==> config.mk <==
export PLATFORM = sky130hd
export DESIGN_NAME = esms_accum_flat
export DESIGN_NICKNAME = d
export VERILOG_FILES = /design/src/hw/rtl/esms_pkg.sv /design/src/hw/rtl/esms_stream_if.sv /design/src/hw/rtl/esms_accum.sv /design/src/flat_wrapper.sv
export SDC_FILE = /design/constraint.sdc
export NUM_CORES = 1
export LEC_CHECK = 0
export BUFFER_PORTS_ARGS = -buffer_cell sky130_fd_sc_hd__buf_2
export CELL_PAD_IN_SITES_DETAIL_PLACEMENT = 1
export CELL_PAD_IN_SITES_GLOBAL_PLACEMENT = 1
export CORE_UTILIZATION = 44
export CTS_CLUSTER_DIAMETER = 40
export CTS_CLUSTER_SIZE = 28
export DETAILED_ROUTE_END_ITERATION = 8
export GPL_ROUTABILITY_DRIVEN = 0
export PLACE_DENSITY_LB_ADDON = 0.1
export SLEW_MARGIN = 25
export SYNTH_ARGS = -nofsm -noshare
export SYNTH_HDL_FRONTEND = slang
export SYNTH_SLANG_ARGS = --single-unit
==> constraint.sdc <==
create_clock -name clk -period 6.6 [get_ports clk]
set_input_delay 0.99 -clock clk [delete_from_list [all_inputs] [get_ports clk]]
set_output_delay 0.99 -clock clk [all_outputs]
set_load 0.005 [all_outputs]
==> src/hw/rtl/esms_pkg.sv <==
// ----------------------------------------------------------------------------
// esms_pkg: shared types and constants of the exon structure match scorer
// Field widths, configuration register codes, match kind codes and the
// boundary difference helper used by the scoring pipeline.
// ----------------------------------------------------------------------------
package esms_pkg;

	// Field widths.
	localparam int CHROM_W    = 10;
	localparam int QB_W       = 9;
	localparam int COORD_W    = 31;
	localparam int TOL_W      = 16;
	localparam int DIV_W      = 32;
	localparam int KIND_W     = 2;
	localparam int CFG_IDX_W  = 1;
	localparam int CFG_DATA_W = 16;

	// Configuration register indexes.
	localparam logic [CFG_IDX_W-1:0] CFG_THRESHOLD = 1'd0;
	localparam logic [CFG_IDX_W-1:0] CFG_END_TOL   = 1'd1;

	// Register values after reset.
	localparam logic [TOL_W-1:0] THRESHOLD_RESET = 16'd10;
	localparam logic [TOL_W-1:0] END_TOL_RESET   = 16'd100;

	// Match kind codes.
	localparam logic [KIND_W-1:0] KIND_NONE   = 2'd0;
	localparam logic [KIND_W-1:0] KIND_SINGLE = 2'd1;
	localparam logic [KIND_W-1:0] KIND_MULTI  = 2'd2;

	// One exon block pair as it arrives.
	typedef struct packed {
		logic [CHROM_W-1:0] query_chrom;
		logic [CHROM_W-1:0] ref_chrom;
		logic               query_strand;
		logic               ref_strand;
		logic [QB_W-1:0]    query_blocks;
		logic [QB_W-1:0]    ref_blocks;
		logic [COORD_W-1:0] query_left;
		logic [COORD_W-1:0] query_right;
		logic [COORD_W-1:0] ref_left;
		logic [COORD_W-1:0] ref_right;
		logic [COORD_W-1:0] ref_cds_left;
		logic [COORD_W-1:0] ref_cds_right;
	} item_t;

	// One score per transcript pair.
	typedef struct packed {
		logic [KIND_W-1:0] match_kind;
		logic [DIV_W-1:0]  divergence;
	} result_t;

	// Configuration register contents.
	typedef struct packed {
		logic [TOL_W-1:0] threshold;
		logic [TOL_W-1:0] end_tolerance;
	} cfg_t;

	// Per-block differences and flags handed from the compare stage to the
	// accumulate stage.
	typedef struct packed {
		logic               first;
		logic               last;
		logic               single;
		logic               header_ok;
		logic               bad;
		logic [COORD_W-1:0] d_left;
		logic [COORD_W-1:0] d_right;
	} stage_t;

	// Absolute difference of two coordinates.
	function automatic logic [COORD_W-1:0] absdiff(input logic [COORD_W-1:0] a,
	                                                input logic [COORD_W-1:0] b);
		return (a > b) ? (a - b) : (b - a);
	endfunction

endpackage

==> src/hw/rtl/esms_stream_if.sv <==
// ----------------------------------------------------------------------------
// esms_stream_if: valid/ready stream channel
// Carries one payload per transfer; a transfer happens at a rising clock edge
// with valid and ready both high.
// ----------------------------------------------------------------------------
interface esms_stream_if #(parameter type payload_t = logic);

	logic     valid;
	logic     ready;
	payload_t data;

	modport source (output valid, output data, input ready);
	modport sink   (input valid, input data, output ready);

endinterface

==> src/hw/rtl/esms_accum.sv <==
// ----------------------------------------------------------------------------
// esms_accum: divergence accumulator and result register
// Sums the boundary differences of a transcript with saturation, tracks
// whether every boundary stayed in bounds, and holds the score until the
// sink takes it.
// ----------------------------------------------------------------------------
module esms_accum (
	input  logic              clk,
	input  logic              arst_n,
	input  logic              s2_valid,
	input  esms_pkg::stage_t  s2_data,
	output logic              s2_take,
	esms_stream_if.source     result
);
	import esms_pkg::*;

	logic [DIV_W-1:0]   acc_q;
	logic               within_q;
	logic               out_valid_q;
	result_t            result_q;

	logic [DIV_W-1:0]   base;
	logic [DIV_W+1:0]   sum_wide;
	logic [DIV_W-1:0]   sum_sat;
	logic               within_cur;
	result_t            result_next;

	// A block without a score moves on at once; a last block waits for room.
	assign s2_take = s2_valid && (!s2_data.last || !out_valid_q || result.ready);

	// Saturating sum and the running in-bounds flag.
	always_comb begin
		base       = s2_data.first ? '0 : acc_q;
		sum_wide   = (DIV_W + 2)'(base) + (DIV_W + 2)'(s2_data.d_left) +
		             (DIV_W + 2)'(s2_data.d_right);
		sum_sat    = (sum_wide[DIV_W+1:DIV_W] != 2'b00) ? '1 : sum_wide[DIV_W-1:0];
		within_cur = (s2_data.first || within_q) && !s2_data.bad;

		if (!s2_data.header_ok) begin
			result_next.match_kind = KIND_NONE;
			result_next.divergence = '0;
		end else begin
			result_next.match_kind = !within_cur    ? KIND_NONE :
			                         s2_data.single ? KIND_SINGLE : KIND_MULTI;
			result_next.divergence = sum_sat;
		end
	end

	// Accumulator state.
	always_ff @(posedge clk or negedge arst_n) begin
		if (!arst_n) begin
			acc_q    <= '0;
			within_q <= 1'b1;
		end else if (s2_take) begin
			acc_q    <= sum_sat;
			within_q <= within_cur;
		end
	end

	// Result register.
	always_ff @(posedge clk or negedge arst_n) begin
		if (!arst_n) begin
			out_valid_q <= 1'b0;
		end else if (s2_take && s2_data.last) begin
			out_valid_q <= 1'b1;
		end else if (result.ready) begin
			out_valid_q <= 1'b0;
		end
	end

	always_ff @(posedge clk) begin
		if (s2_take && s2_data.last) begin
			result_q <= result_next;
		end
	end

	assign result.valid = out_valid_q;
	assign result.data  = result_q;

endmodule

==> src/flat_wrapper.sv <==
// flat-port wrapper written by rule: the top's interface ports become plain ports
module esms_accum_flat import esms_pkg::*;
  (clk, arst_n, s2_valid, s2_data, s2_take, result_valid, result_data, result_ready);
  esms_stream_if result_i ();
  input  logic clk;
  input  logic arst_n;
  input  logic s2_valid;
  input  esms_pkg::stage_t s2_data;
  output logic s2_take;
  output wire logic [$bits(result_i.valid)-1:0] result_valid;
  output wire logic [$bits(result_i.data)-1:0] result_data;
  input wire logic [$bits(result_i.ready)-1:0] result_ready;
  assign result_valid = result_i.valid;
  assign result_data = result_i.data;
  assign result_i.ready = result_ready;
  esms_accum u_core (.clk(clk), .arst_n(arst_n), .s2_valid(s2_valid), .s2_data(s2_data), .s2_take(s2_take), .result(result_i));
endmodule
# After elaboration in Yosys (flattened, before gate mapping)
# Cells that the tools add are included.
dict set report word_totals {
  ff_bits 34
  latch_bits 0
  ramBits 0
  mem_bits_ro 0
  input_bits 71
  out_inout_bits 3
  wordCells 17
  mem_count 0
}
dict set report classes {
  n_addsub 2
  n_mul 0
  div_mod_pow 0
  order_cmp 0
  eq_ne 0
  n_shift 0
  mux 4
  n_bitwise 0
  reduce_logical 8
}
# cell n
set op_table {}
lappend op_table {{$mux W32} 2}
lappend op_table {{$add A34 B31 Y34} 1}
lappend op_table {{$add A32 B31 Y33} 1}
lappend op_table {{$reduce_bool A2 Y1} 2}
lappend op_table {{$logic_and A1 B1 Y1} 2}
lappend op_table {{$logic_not A1 Y1} 2}
lappend op_table {{$logic_or A1 B1 Y1} 2}
lappend op_table {{$mux W1} 2}

# Longest topological paths before layout
dict set report logic_depth {
  depth_word 6
  depth_mapped 25
  ltp_nobuf 23
}

# Least setup slack after synthesis
# No wires, ideal clock.
dict set report synth_path {
  kind {input port to flip-flop}
  startpoint {input port s2_data[66] in the netlist's numbering}
  endpoint {register u_core.result_q, in the netlist u_core.result.data, data pin}
  setup_ps 261
  arrival_time_ps 5210
  required_ps 6339
  path_slack_ps 1129
  cell_stages 20
  path_buffers 2
  cell_sequence {clkbuf_1 -> nor2b_1 -> ha_1 -> a211o_1 -> a32o_1 -> nor2_1 -> o21ai_0 -> a21o_1 -> a41oi_1 -> xnor2_1 -> ha_1 -> buf_4 -> nand2_1 -> a211oi_1 -> a2111oi_2 -> o211ai_2 -> nand2_1 -> o311ai_2 -> or4_1 -> o311a_1}
}
dict set report synth_via {
  elab_chain_cells 5
}
# item line
set synth_lines {}
lappend synth_lines {{start, declared} flat_wrapper.sv:8} ;# input esms_pkg::stage_t s2_data;
lappend synth_lines {{$mux W32 *} esms_accum.sv:33} ;# base = s2_data.first ? '0 : acc_q;
lappend synth_lines {{$add A32 B31 Y33 *} esms_accum.sv:34} ;# sum_wide = (DIV_W + 2)'(base) + (DIV_W + 2)'(s2_data.d_left) +
lappend synth_lines {{$add A34 B31 Y34 *} esms_accum.sv:34}
lappend synth_lines {{$reduce_bool A2 Y1} esms_accum.sv:36} ;# sum_sat = (sum_wide[DIV_W+1:DIV_W] != 2'b00) ? '1 : sum_wide[DIV_W-1:0];
lappend synth_lines {{$mux W32 *} esms_accum.sv:36}
lappend synth_lines {{end signal, assigned} esms_accum.sv:73} ;# result_q <= result_next;
lappend synth_lines {{end, declared} esms_accum.sv:20} ;# result_t result_q;
# Every way passes the cells marked *; elsewhere a longest branch is shown, timed or not.
# A chain may end at the register's enable or synchronous reset.

# Worst setup path in the final report
# Same ends and word-level chain as after synthesis.

==> impl_metrics.csv <==
group,metric,value,unit
placed_design,place_worst_setup_slack,45.1,ps
hold_path,holdCritStartpoint,"u_core.acc_q[24]$_DFFE_PN0P_",
clock_network,cts_hold_buffers,0,
clock_network,root_buffer,"clkbuf_8",
timing,maxSlewViolCount,0,
synthesis,synth_ff_type,"dfrtp_1",
synthesis,synthTopCellsByArea,"dfrtp_1, ha_1, xnor2_1",
finish,area_delta_synth_final,14.2,%
outcome,status,"finished, final reports clean",
timing,setup_violations,0,
timing,slew_headroom,0.393,
timing,fmax,0.165,GHz
setup_path,crit_slowest_cell,"a2111oi_2",
finish,stdcell_count,776,
power_and_ir_drop,power.internal,0.00145,W
synthesis,synth-seq-area-share,0.181,
synthesis,yosysTopAreaCellShare,0.175,
placed_design,dpl.hpwl,11.3,mm
floorplan,coreArea,10400,um^2
finish,num_antenna_cells,0,
route,num_vias,4596,
setup_path,r2r-start,"u_core.acc_q[1]$_DFFE_PN0P_",
power_and_ir_drop,p_per_area,515,nW/um^2
clock_network,cts_buffers,5,
global_routing,grt_overflow,0,
power_and_ir_drop,pwr-share-seq,0.134,
floorplan,dieWidth,106,um
global_routing,grt_max_degree,34,
finish,fillers,1291,
timing,rsz0062_at_grt,"no",
route,drt-total-wl,13.9,mm
clock_network,htreeDepth,2,
placed_design,portBuffers,71,
clock_network,path_clk_slew,80,ps
floorplan,initial_core_util,0.456,
finish,fin_nets,774,
synthesis,yosys.area.top_type,"dfrtp_1",
global_routing,grt_usage,0.257,
synthesis,synth_edf_count,1,
route,ant_nets,0,
floorplan,fp.dieH,106,um
setup_path,worstPathArrival,6110,ps
setup_path,startpoint_type,"primary input",
power_and_ir_drop,peakVddDrop,204,uV
timing,worst_slack,535,ps
global_routing,antenna_found_initial,0,
global_routing,grt_pass1_wl,23.2,mm
synthesis,synth.avg_cell_area,8.35,um^2
power_and_ir_drop,swShare,0.480,
setup_path,path_class,"in -> reg",
timing,tns,0,ps
synthesis,ys_ff_latch,34,
timing,fin_crit,6060,ps
synthesis,ys_types,80,
synthesis,yosysWarnings,0,
synthesis,synth_fp_nets,701,
setup_path,end_kind,"register",
floorplan,ioPinCount,74,
hold_path,worst_hold_path_type,"reg -> reg",
power_and_ir_drop,clkPwrFrac,0.088,
route,avgRoutedWirePerCell,17.9,um
route,dr.pass1.iters,4,
route,drc,0,
power_and_ir_drop,p_sw,0.00133,W
timing,period_share,0.919,
clock_network,cts_tree,"done",
route,via_per_inst,5.92,
timing,skew,7.19,ps
power_and_ir_drop,p_leak,2.53,nW
synthesis,synth_cells,566,
power_and_ir_drop,power_frac_comb,0.778,
placed_design,post-place-cells,767,
setup_path,path_max_fanout,14,
finish,layout-drive-gt1-share,0.181,
setup_path,critPathRequiredTime,6650,ps
setup_path,max_stage_delay,480,ps
clock_network,clock_latency,300,ps
floorplan,dieArea,11200,um^2
setup_path,worstPathCellList,"buf_2 -> nand2b_1 -> inv_1 -> ha_1 -> a211oi_1 -> o21ai_2 -> o2111a_1 -> nor2_1 -> o21ai_0 -> a21o_1 -> a21oi_1 -> xnor2_1 -> ha_1 -> o21ai_0 -> a211oi_1 -> a2111oi_2 -> o211ai_2 -> nand2_1 -> o311ai_2 -> buf_4 -> or4_1 -> o311a_1",
route,drtIter0Drc,155,
run,maxCapViolCount,0,
synthesis,synth_area,4730,um^2
clock_network,clockBufferDepth,2,
global_routing,first_global_vias,4809,
clock_network,cts.sinks,34,
synthesis,async_reset_ff_frac,0.971,
synthesis,synth_most_common_cell,"ha_1",
timing,hold_ws,487,ps
synthesis,synth_common_cells,"ha_1, a21oi_1, nor2_1, nand2_1, xnor2_1",
timing,hold_viol_final,0,
timing,worst_pin_slew,908,ps
floorplan,rows,37,
setup_path,cp-startpoint,"s2_data[66]",
-- sequential cells by signal, summed over array words and instances (netlist names) --
register             count
u_core.result.valid      1
u_core.result.data       1
u_core.acc_q            32
-- final timing paths --
| path | endpoint | slack (ps) | cells after the start |
|---|---|---|---|
| max in group asynchronous | u_core.acc_q[3]$_DFFE_PN0P_ | 5300 | 1 |
| worst max-delay path | u_core.result.data$_SDFFCE_PN0P_ | 540 | 22 |
| worst max register to register | u_core.result.data$_SDFFCE_PN0P_ | 1180 | 21 |
| worst min register to register | u_core.acc_q[24]$_DFFE_PN0P_ | 490 | 1 |
| worst min-delay path | u_core.acc_q[24]$_DFFE_PN0P_ | 490 | 1 |
| min in group asynchronous | u_core.acc_q[15]$_DFFE_PN0P_ | 780 | 1 |
-- layer usage --
layer  up-vias  GRT usage  wire length [um]
met3        12     0.0254               455
met5         -          0                 0
li1       2255          -                 -
met1      2247      0.338              6600
met2        82      0.458              6700
met4         0     0.0446               160
-- power by group through the flow --
stage / clock, W / sequential, W / combinational, W
finish: 0.000244 / 0.000372 / 0.00216
global route: 0.000255 / 0.000383 / 0.00239
CTS: 0.000247 / 0.000372 / 0.00215
detailed placement: 0 / 0.000376 / 0.00213
global placement: 0 / 0.000370 / 0.00205
floorplan: 0 / 0.000355 / 0.00167
-- area by class of cell --
type                            instances  area [um^2]  share of cell area
Timing Repair Buffer                   83          458              0.0848
Tap cell                              136          170              0.0315
Sequential cell                        34          856               0.159
Inverter                               17         63.8              0.0118
Multi-Input combinational cell        498         3710               0.688
Clock inverter                          3         68.8              0.0127
Clock buffer                            5         68.8              0.0127
-- cells in the final DEF, fill, tap and decap left out, types with 4 or more instances in the layout --
cell      instances
nand4_1           5
inv_1            17
buf_2            71
o21a_1            7
a211oi_1          5
o21ai_0          20
a21o_1           18
a221oi_1          4
nand2_1          38
xor2_1           16
nand2b_1          7
a211o_1          12
o21ai_1           5
o21bai_1          5
buf_4            11
dfrtp_1          33
nor2_1           40
nand3_1          20
ha_1             62
clkbuf_8          5
nor2b_1          33
o211ai_1          9
o22a_1           21
and2_1            5
a21oi_1          57
and3_1            5
xnor2_1          36
-- cell families (layout without fill, tap and decap cells) --
logic type	count (synthesis)	after routing	share of synthesized area
compound gates	206	206	0.321
xor+xnor	53	53	0.0998
fa+ha+maj	64	64	0.173
buf+inv	34	108	0.0339
flops	34	34	0.181
mux	1	1	0.00212
simple gates	174	174	0.190
-- what timing repair did --
action                                  in CTS  in global routing
buffers inserted                             0                  1
resized for setup                            0                  0
endpoints found under the setup margin       0                 11
-- metrics by stage --
stage | utilization | instance area, um^2 | total power [W]
after floorplan | - | 4730 | 0.00203
after global placement | 0.505 | 5240 | 0.00242
after detailed placement | 0.505 | 5240 | 0.00250
after CTS | 0.519 | 5380 | 0.00277
after global routing | 0.521 | 5400 | 0.00303
final | 0.521 | 5400 | 0.00278
-- worst max-delay path: cells and delay by family --
kind	cells	cell delay (ps)
xor+xnor	1	140
compound gates	12	2880
fa+ha+maj	2	610
simple gates	4	1010
buf+inv	3	480
No activity file was read; power rests on OpenSTA's default activity.
