$ cat config.mk
export PLATFORM = sky130hd
export DESIGN_NAME = esms_front_flat
export DESIGN_NICKNAME = d
export VERILOG_FILES = /design/src/hw/rtl/esms_pkg.sv /design/src/hw/rtl/esms_stream_if.sv /design/src/hw/rtl/esms_front.sv /design/src/flat_wrapper.sv
export SDC_FILE = /design/constraint.sdc
export NUM_CORES = 1
export LEC_CHECK = 0
export ABC_AREA = 1
export BUFFER_PORTS_ARGS = -buffer_cell sky130_fd_sc_hd__buf_2
export CORE_ASPECT_RATIO = 0.75
export CORE_MARGIN = 1
export CORE_UTILIZATION = 42
export DETAILED_ROUTE_END_ITERATION = 10
export PLACE_DENSITY_LB_ADDON = 0.12
export SETUP_SLACK_MARGIN = 0.2
export SYNTH_ARGS = -nofsm -noshare
export SYNTH_HDL_FRONTEND = slang
export SYNTH_SLANG_ARGS = --single-unit
$ cat constraint.sdc
create_clock -name clk -period 2.1 [get_ports clk]
set_input_delay 0.105 -clock clk [delete_from_list [all_inputs] [get_ports clk]]
set_output_delay 0.105 -clock clk [all_outputs]
set_load 0.03 [all_outputs]
$ cat src/hw/rtl/esms_pkg.sv
// ----------------------------------------------------------------------------
// esms_pkg: shared types and constants of the exon structure match scorer
// Field widths, configuration register codes, match kind codes and the
// boundary difference helper used by the scoring pipeline.
// ----------------------------------------------------------------------------
package esms_pkg;

	// Field widths.
	localparam int CHROM_W    = 10;
	localparam int QB_W       = 9;
	localparam int COORD_W    = 31;
	localparam int TOL_W      = 16;
	localparam int DIV_W      = 32;
	localparam int KIND_W     = 2;
	localparam int CFG_IDX_W  = 1;
	localparam int CFG_DATA_W = 16;

	// Configuration register indexes.
	localparam logic [CFG_IDX_W-1:0] CFG_THRESHOLD = 1'd0;
	localparam logic [CFG_IDX_W-1:0] CFG_END_TOL   = 1'd1;

	// Register values after reset.
	localparam logic [TOL_W-1:0] THRESHOLD_RESET = 16'd10;
	localparam logic [TOL_W-1:0] END_TOL_RESET   = 16'd100;

	// Match kind codes.
	localparam logic [KIND_W-1:0] KIND_NONE   = 2'd0;
	localparam logic [KIND_W-1:0] KIND_SINGLE = 2'd1;
	localparam logic [KIND_W-1:0] KIND_MULTI  = 2'd2;

	// One exon block pair as it arrives.
	typedef struct packed {
		logic [CHROM_W-1:0] query_chrom;
		logic [CHROM_W-1:0] ref_chrom;
		logic               query_strand;
		logic               ref_strand;
		logic [QB_W-1:0]    query_blocks;
		logic [QB_W-1:0]    ref_blocks;
		logic [COORD_W-1:0] query_left;
		logic [COORD_W-1:0] query_right;
		logic [COORD_W-1:0] ref_left;
		logic [COORD_W-1:0] ref_right;
		logic [COORD_W-1:0] ref_cds_left;
		logic [COORD_W-1:0] ref_cds_right;
	} item_t;

	// One score per transcript pair.
	typedef struct packed {
		logic [KIND_W-1:0] match_kind;
		logic [DIV_W-1:0]  divergence;
	} result_t;

	// Configuration register contents.
	typedef struct packed {
		logic [TOL_W-1:0] threshold;
		logic [TOL_W-1:0] end_tolerance;
	} cfg_t;

	// Per-block differences and flags handed from the compare stage to the
	// accumulate stage.
	typedef struct packed {
		logic               first;
		logic               last;
		logic               single;
		logic               header_ok;
		logic               bad;
		logic [COORD_W-1:0] d_left;
		logic [COORD_W-1:0] d_right;
	} stage_t;

	// Absolute difference of two coordinates.
	function automatic logic [COORD_W-1:0] absdiff(input logic [COORD_W-1:0] a,
	                                                input logic [COORD_W-1:0] b);
		return (a > b) ? (a - b) : (b - a);
	endfunction

endpackage

$ cat src/hw/rtl/esms_stream_if.sv
// ----------------------------------------------------------------------------
// esms_stream_if: valid/ready stream channel
// Carries one payload per transfer; a transfer happens at a rising clock edge
// with valid and ready both high.
// ----------------------------------------------------------------------------
interface esms_stream_if #(parameter type payload_t = logic);

	logic     valid;
	logic     ready;
	payload_t data;

	modport source (output valid, output data, input ready);
	modport sink   (input valid, input data, output ready);

endinterface

$ cat src/hw/rtl/esms_front.sv
// ----------------------------------------------------------------------------
// esms_front: input register and boundary compare stage
// Registers each incoming block pair, tracks the block position and header
// match of the current transcript, and computes the boundary differences and
// out-of-bound flags for the accumulate stage.
// ----------------------------------------------------------------------------
module esms_front #(
	parameter int MAX_BLOCKS = 256
) (
	input  logic              clk,
	input  logic              arst_n,
	input  esms_pkg::cfg_t    cfg,
	esms_stream_if.sink       item,
	output logic              s2_valid,
	output esms_pkg::stage_t  s2_data,
	input  logic              s2_take
);
	import esms_pkg::*;

	localparam int CW   = ($clog2(MAX_BLOCKS + 1) > QB_W) ? $clog2(MAX_BLOCKS + 1) : QB_W;
	localparam int IDXW = (MAX_BLOCKS > 1) ? $clog2(MAX_BLOCKS) : 1;

	item_t            item_s1;
	logic             valid_s1;
	logic             s1_adv;
	logic [IDXW-1:0]  block_index_q;
	logic [CW-1:0]    blocks_expected_q;
	logic             header_ok_q;

	logic             first;
	logic [CW-1:0]    qb_raw;
	logic [CW-1:0]    qb_sat;
	logic [CW-1:0]    expected_cur;
	logic             last;
	logic             hdr_cur;
	logic             single;
	logic [COORD_W-1:0] dl;
	logic [COORD_W-1:0] dr;
	logic [COORD_W-1:0] dcl;
	logic [COORD_W-1:0] dcr;
	logic [COORD_W-1:0] tol;
	logic [COORD_W-1:0] thr;
	logic             lok;
	logic             rok;
	logic             use_l;
	logic             use_r;
	stage_t           stage_next;

	// Stage handshake: the input register empties when stage two can take it.
	assign s1_adv     = valid_s1 && (!s2_valid || s2_take);
	assign item.ready = !valid_s1 || s1_adv;

	// Input register.
	always_ff @(posedge clk or negedge arst_n) begin
		if (!arst_n) begin
			valid_s1 <= 1'b0;
		end else if (item.ready) begin
			valid_s1 <= item.valid;
		end
	end

	always_ff @(posedge clk) begin
		if (item.valid && item.ready) begin
			item_s1 <= item.data;
		end
	end

	// Block position and header decision of the current transcript.
	always_comb begin
		first  = (block_index_q == '0);
		qb_raw = CW'(item_s1.query_blocks);
		if (qb_raw == '0) begin
			qb_sat = CW'(1);
		end else if (qb_raw > CW'(MAX_BLOCKS)) begin
			qb_sat = CW'(MAX_BLOCKS);
		end else begin
			qb_sat = qb_raw;
		end
		expected_cur = first ? qb_sat : blocks_expected_q;
		last         = (CW'(block_index_q) + CW'(1)) >= expected_cur;
		hdr_cur      = first ? ((item_s1.query_chrom == item_s1.ref_chrom) &&
		                        (item_s1.query_strand == item_s1.ref_strand) &&
		                        (item_s1.query_blocks == item_s1.ref_blocks))
		                     : header_ok_q;
		single       = (expected_cur == CW'(1));
	end

	// Boundary differences and bound checks.
	always_comb begin
		dl    = absdiff(item_s1.query_left, item_s1.ref_left);
		dr    = absdiff(item_s1.query_right, item_s1.ref_right);
		dcl   = absdiff(item_s1.query_left, item_s1.ref_cds_left);
		dcr   = absdiff(item_s1.query_right, item_s1.ref_cds_right);
		tol   = COORD_W'(cfg.end_tolerance);
		thr   = COORD_W'(cfg.threshold);
		lok   = (dl < tol) || (dcl < tol);
		rok   = (dr < tol) || (dcr < tol);
		use_l = single || !first;
		use_r = single || !last;

		stage_next.first     = first;
		stage_next.last      = last;
		stage_next.single    = single;
		stage_next.header_ok = hdr_cur;
		if (single) begin
			stage_next.bad = !(lok && rok);
		end else begin
			stage_next.bad = (use_l && (dl > thr)) || (use_r && (dr > thr));
		end
		stage_next.d_left  = use_l ? dl : '0;
		stage_next.d_right = use_r ? dr : '0;
	end

	// Transcript control state advances with each transfer into stage two.
	always_ff @(posedge clk or negedge arst_n) begin
		if (!arst_n) begin
			block_index_q     <= '0;
			blocks_expected_q <= '0;
			header_ok_q       <= 1'b0;
		end else if (s1_adv) begin
			if (last) begin
				block_index_q     <= '0;
				blocks_expected_q <= '0;
				header_ok_q       <= 1'b0;
			end else begin
				block_index_q     <= block_index_q + IDXW'(1);
				blocks_expected_q <= expected_cur;
				header_ok_q       <= hdr_cur;
			end
		end
	end

	// Stage two register.
	always_ff @(posedge clk or negedge arst_n) begin
		if (!arst_n) begin
			s2_valid <= 1'b0;
		end else if (!s2_valid || s2_take) begin
			s2_valid <= valid_s1;
		end
	end

	always_ff @(posedge clk) begin
		if (s1_adv) begin
			s2_data <= stage_next;
		end
	end

endmodule

$ cat src/flat_wrapper.sv
// flat-port wrapper written by rule: the top's interface ports become plain ports
module esms_front_flat import esms_pkg::*;
#(
	parameter int MAX_BLOCKS = 256
)
  (clk, arst_n, cfg, s2_valid, s2_data, s2_take, item_valid, item_data, item_ready);
  esms_stream_if item_i ();
  input  logic clk;
  input  logic arst_n;
  input  esms_pkg::cfg_t cfg;
  output logic s2_valid;
  output esms_pkg::stage_t s2_data;
  input  logic s2_take;
  input wire logic [$bits(item_i.valid)-1:0] item_valid;
  input wire logic [$bits(item_i.data)-1:0] item_data;
  output wire logic [$bits(item_i.ready)-1:0] item_ready;
  assign item_i.valid = item_valid;
  assign item_i.data = item_data;
  assign item_ready = item_i.ready;
  esms_front #(.MAX_BLOCKS(MAX_BLOCKS)) u_core (.clk(clk), .arst_n(arst_n), .cfg(cfg), .item(item_i), .s2_valid(s2_valid), .s2_data(s2_data), .s2_take(s2_take));
endmodule
After elaboration in Yosys (flattened, before gate mapping)
Cells that the tools add are included.
{"block": "op_classes", "add_sub_neg": 3, "order_cmp": 5, "eq_ne": 1, "muxes": 7, "n_reduce_logical": 17}
{"cell": "$lt 31x16->1", "count": 1}
{"cell": "$mux 31", "count": 1}
{"cell": "$mux 9", "count": 2}
{"cell": "$gt 1x16->1 const A", "count": 1}
{"cell": "$lt 1x16->1 const A", "count": 1}
{"cell": "$add 8x1->9 const B", "count": 1}
{"cell": "$eq 9x1->1 const B", "count": 1}
{"cell": "$ge 9x9->1", "count": 1}
{"cell": "$add 8x1->8 const B", "count": 1}
{"cell": "$logic_not 8->1", "count": 1}
{"cell": "$mux 8", "count": 1}
{"cell": "$logic_or 1x1->1", "count": 6}
{"cell": "$logic_and 1x1->1", "count": 5}
{"cell": "$logic_not 1->1", "count": 5}
{"cell": "$mux 1", "count": 3}
{"cell": "$sub 1x1->2 const A", "count": 1}
{"cell": "$gt 1x1->1 const A", "count": 1}
{"block": "totals", "register_bits": 26, "in_bits": 37, "out_inout_bits": 69, "elab_cells": 44}

Depth between registers and ports, before layout
{"block": "depth", "word_depth": 8, "depth_mapped": 18, "mapped_depth_nobuf": 18}

Worst setup path before layout
No wires, ideal clock.
{"block": "synth_path", "kind": "reg-to-reg", "start": "register u_core.block_index_q[0]", "end": "register u_core.s2_data[65] (netlist name)", "t_arrival_ns": 1.954, "slack_ns": -0.114, "path_stages_with_launch": 14, "synth_period_minus_slack_ns": 2.214, "path_cell_list": "dfrtp_1 inv_1 ha_1 nand2_2 nor2_2 nand2_4 inv_6 nor2_2 inv_1 ha_1 a21o_1 nor2_4 nand3_4 buf_8"}
{"block": "synth_via", "elab_chain_len": 3}
{"element": "start, declared", "line_no": "esms_front.sv:26", "source": "logic [IDXW-1:0] block_index_q;"}
{"element": "start signal, assigned", "line_no": "esms_front.sv:126", "source": "block_index_q <= block_index_q + IDXW'(1);"}
{"element": "$logic_not 8->1", "line_no": "esms_front.sv:70", "source": "first = (block_index_q == '0);"}
{"element": "net u_core.first", "line_no": "esms_front.sv:30", "source": "logic first;"}
{"element": "$mux 9", "line_no": "esms_front.sv:79", "source": "expected_cur = first ? qb_sat : blocks_expected_q;"}
{"element": "$ge 9x9->1", "line_no": "esms_front.sv:80", "source": "last = (CW'(block_index_q) + CW'(1)) >= expected_cur;"}
{"element": "net u_core.last", "line_no": "esms_front.sv:34", "source": "logic last;"}
The timed path passes the listed nets, and every way through them passes these cells.
A chain may end at the register's enable or synchronous reset.

Final worst setup path
{"block": "layout_path", "start": "register u_core.block_index_q[0]", "end": "register u_core.s2_data[65] (netlist name)"}
{"block": "layout_via", "elab_chain_len": 3}
{"element": "parallel branches: the longest is 2 deep, another holds $add 8x1->9"}
{"element": "$ge 9x9->1 *", "line_no": "esms_front.sv:80"}
Every way passes the cells marked *.

==> run_results.csv <==
group,metric,value,unit
sta,skew,6.59,ps
power,peakVddDrop,0.635,mV
sta,fin_crit,2280,ps
sta,fin_crit_sh,109,%
route,avgRoutedWirePerCell,11.3,um
logic_synthesis,ys_ff_latch,25,
logic_synthesis,synthesis.area,0.00211,mm2
floorplanning,design.portCount,106,
placement,portBuffers,26,
global_route,grt_pass1_wl,6960,um
sta,rsz0062_at_grt,"yes",
sta,maxClockFrequency,0.438,GHz
setup_path,arrival,2330,ps
route,wl,4460,um
sta,tightest_slew,500,ps
clock_tree,ctsLongestPathBuffers,2,
layout,layout.cells.non_filler,394,
global_route,grt_pass1_vias,1476,
layout,nets,386,
clock_tree,clk_latency,280,ps
placement,globalplace.congestion,0.737,
floorplanning,initial_utilization,45.4,%
clock_tree,root_buffer,"clkbuf_8",
logic_synthesis,synth_cell_types,31,
placement,dp_hpwl,3000,um
setup_path,crit_required,2140,ps
power,clock_power_share,9.2,%
power,power.total,0.00342,W
clock_tree,clock-sinks,25,
route,drt-initial-drc-count,83,
clock_tree,numCtsBuffers,3,
global_route,overflow,0,
floorplanning,die_w,83.9,um
layout,final_cell_mix,"62 x conb_1, 44 x nand2_1, 31 x buf_4, 26 x buf_2, 24 x inv_1",
route,drcViolationCount,7,
setup_path,critPathKind,"flop to flop",
sta,timing.final.hold_violations,0,
global_route,antenna_found_initial,0,
setup_path,cp_max_fo,7,
route,via_count,1625,
route,dr.pass1.iters,7,
logic_synthesis,ys_seq_area_share,30.8,%
floorplanning,fp.dieH,63.4,um
setup_path,cp-end-kind,"flop",
logic_synthesis,netlist_instances,273,
sta,finalSetupViolCount,19,
placement,placed_cells,378,
layout,area_growth_syn_to_layout,27.4,%
layout,drive_gt1_share,42.1,%
route,ant_nets,0,
global_route,grt_max_degree,21,
layout,multi_input_area,0.00131,mm2
layout,register_area,651,um2
logic_synthesis,ys.warnings.count,0,
layout,fill_cells,428,
sta,drv_slew,0,
global_route,grt_use_total,16.9,%
status,violations,"design-rule violations, negative setup slack",
floorplanning,dieArea,0.00532,mm2
route,via_per_inst,4.12,
power,switching_power,0.00157,W
layout,final_common_cell,"conb_1",
power,p_leak,1.45,nW
power,intPower,0.00185,W
layout,fin_util,57.8,%
power,p_per_area,1270,mW/mm2
clock_tree,ctsHtreeMaxLevel,1,
job,cap_violations,0,
sta,setup_ws,-184,ps
logic_synthesis,postSynthAreaPerCell,7.74,um2
floorplanning,core,0.00465,mm2
status,status,"complete, but fails checks",
clock_tree,cts_tree,"built",
clock_tree,clkTransAtPathRegs,100,ps
sta,slew_headroom,66.6,%
setup_path,start_kind,"flop",
floorplanning,row_count,21,
power,netSwitchingFraction,45.9,%
power,seqPwrFrac,23.1,%
layout,diodes,0,
worst_hold_path,min_path_type,"primary input to flop",
power,comb_power_share,67.8,%
placement,dp_slack,-163,ps
==> cells in the mapped netlist (all sizes together) <==
cell | n | share of area [%]
inv | 39 | 7.2
dfrtp | 20 | 24
ha | 11 | 6.5
nor3 | 1 | 0.47
nor2 | 33 | 7.3
a21boi | 1 | 0.36
a21o | 1 | 0.36
buf | 64 | 23
a21oi | 2 | 0.47
conb | 1 | 0.18
o22ai | 3 | 1.8
o21ai | 14 | 4.4
edfxtp | 5 | 7.1
nand4 | 2 | 0.59
o31ai | 1 | 0.36
and2 | 1 | 0.30
xor2 | 3 | 1.2
nand3 | 8 | 2.5
clkbuf | 1 | 0.18
nand2 | 61 | 12
or2 | 1 | 0.30
==> sequential cells by signal, summed over array words and instances (netlist names) <==
| name | count |
|---|---|
| u_core.s2_valid | 1 |
| u_core.s2_data | 5 |
| u_core.blocks_expected_q | 9 |
| u_core.block_index_q | 8 |
| u_core.header_ok_q | 1 |
| u_core.valid_s1 | 1 |
==> final timing paths <==
kind,cells past startpoint,start,slack [ps],endpoint
worst max-delay path,15,u_core.block_index_q[0],-180,u_core.s2_data[65]
worst min-delay path,4,s2_take,100,u_core.valid_s1
worst max register to register,15,u_core.block_index_q[0],-180,u_core.s2_data[65]
worst min register to register,2,u_core.header_ok_q,520,u_core.header_ok_q
max in group asynchronous,2,arst_n,1450,u_core.s2_valid
min in group asynchronous,2,arst_n,310,u_core.header_ok_q
==> routing by layer <==
| layer | global-route usage, % | share of wire [%] |
|---|---|---|
| met2 | 27.0 | 47 |
| met3 | 3.93 | 3.7 |
| met5 | 0 | 0 |
| met1 | 23.3 | 49 |
| met4 | 3.66 | 0.43 |
==> cell type report <==
type,count,area share (%)
Multi-Input combinational cell,205,48.6
Sequential cell,25,24.2
Timing Repair Buffer,63,16.7
Inverter,39,5.81
Clock inverter,1,0.279
Tap cell,57,2.65
Clock buffer,3,1.53
Timing Repair inverter,1,0.233
==> through the flow <==
stage	setup TNS (ps)	hold slack [ps]	instance area (um2)
after floorplan	0	-191	2370
after global placement	-1110	98.6	2280
after detailed placement	-2330	105	2280
after CTS	-1760	88.7	2530
after global routing	-4670	118	2690
final	-2770	95.8	2690
==> cell families (layout without fill, tap and decap cells) <==
family,after synthesis,in the layout,synth area share [%]
DFF,25,25,30.8
AOI/OAI and AO/OA,22,22,7.70
adders and majority gates,11,11,6.52
other,1,62,0.178
and+or+nand+nor,107,107,23.1
buffers and inverters,104,107,30.4
xor gates and xnor gates,3,3,1.24
==> power groups by stage <==
stage	combinational (W)	clock, W	sequential (W)
2_1_floorplan	0.00113	0	0.000796
3_3_place_gp	0.00161	0	0.000779
3_5_place_dp	0.00163	0	0.000782
4_1_cts	0.00196	0.000326	0.000775
5_1_grt	0.00251	0.000345	0.000810
6_report	0.00232	0.000313	0.000788
==> worst max-delay path, stage by stage (launching register included) <==
cell and delay, ps:
dfrtp_1 450, buf_6 150, inv_4 50, ha_4 130, nand2_4 40, nor2_4 110, nand2_4 90, inv_4 100
nor2_1 40, inv_1 100, ha_4 220, nand2_4 80, a21oi_2 50, nor2_4 140, nand3_4 110, clkbuf_16 190
==> timing repair <==
| action | in CTS | in global routing |
|---|---|---|
| hold buffers | 2 | 0 |
| cloned | 1 | 1 |
| setup buffers | 5 | 3 |
| resized for setup | 33 | 25 |
| endpoints found under the setup margin | 19 | 19 |
| hold endpoints to repair | 21 | 0 |
| pin swaps | 6 | 19 |
No activity file was read; power rests on OpenSTA's default activity.
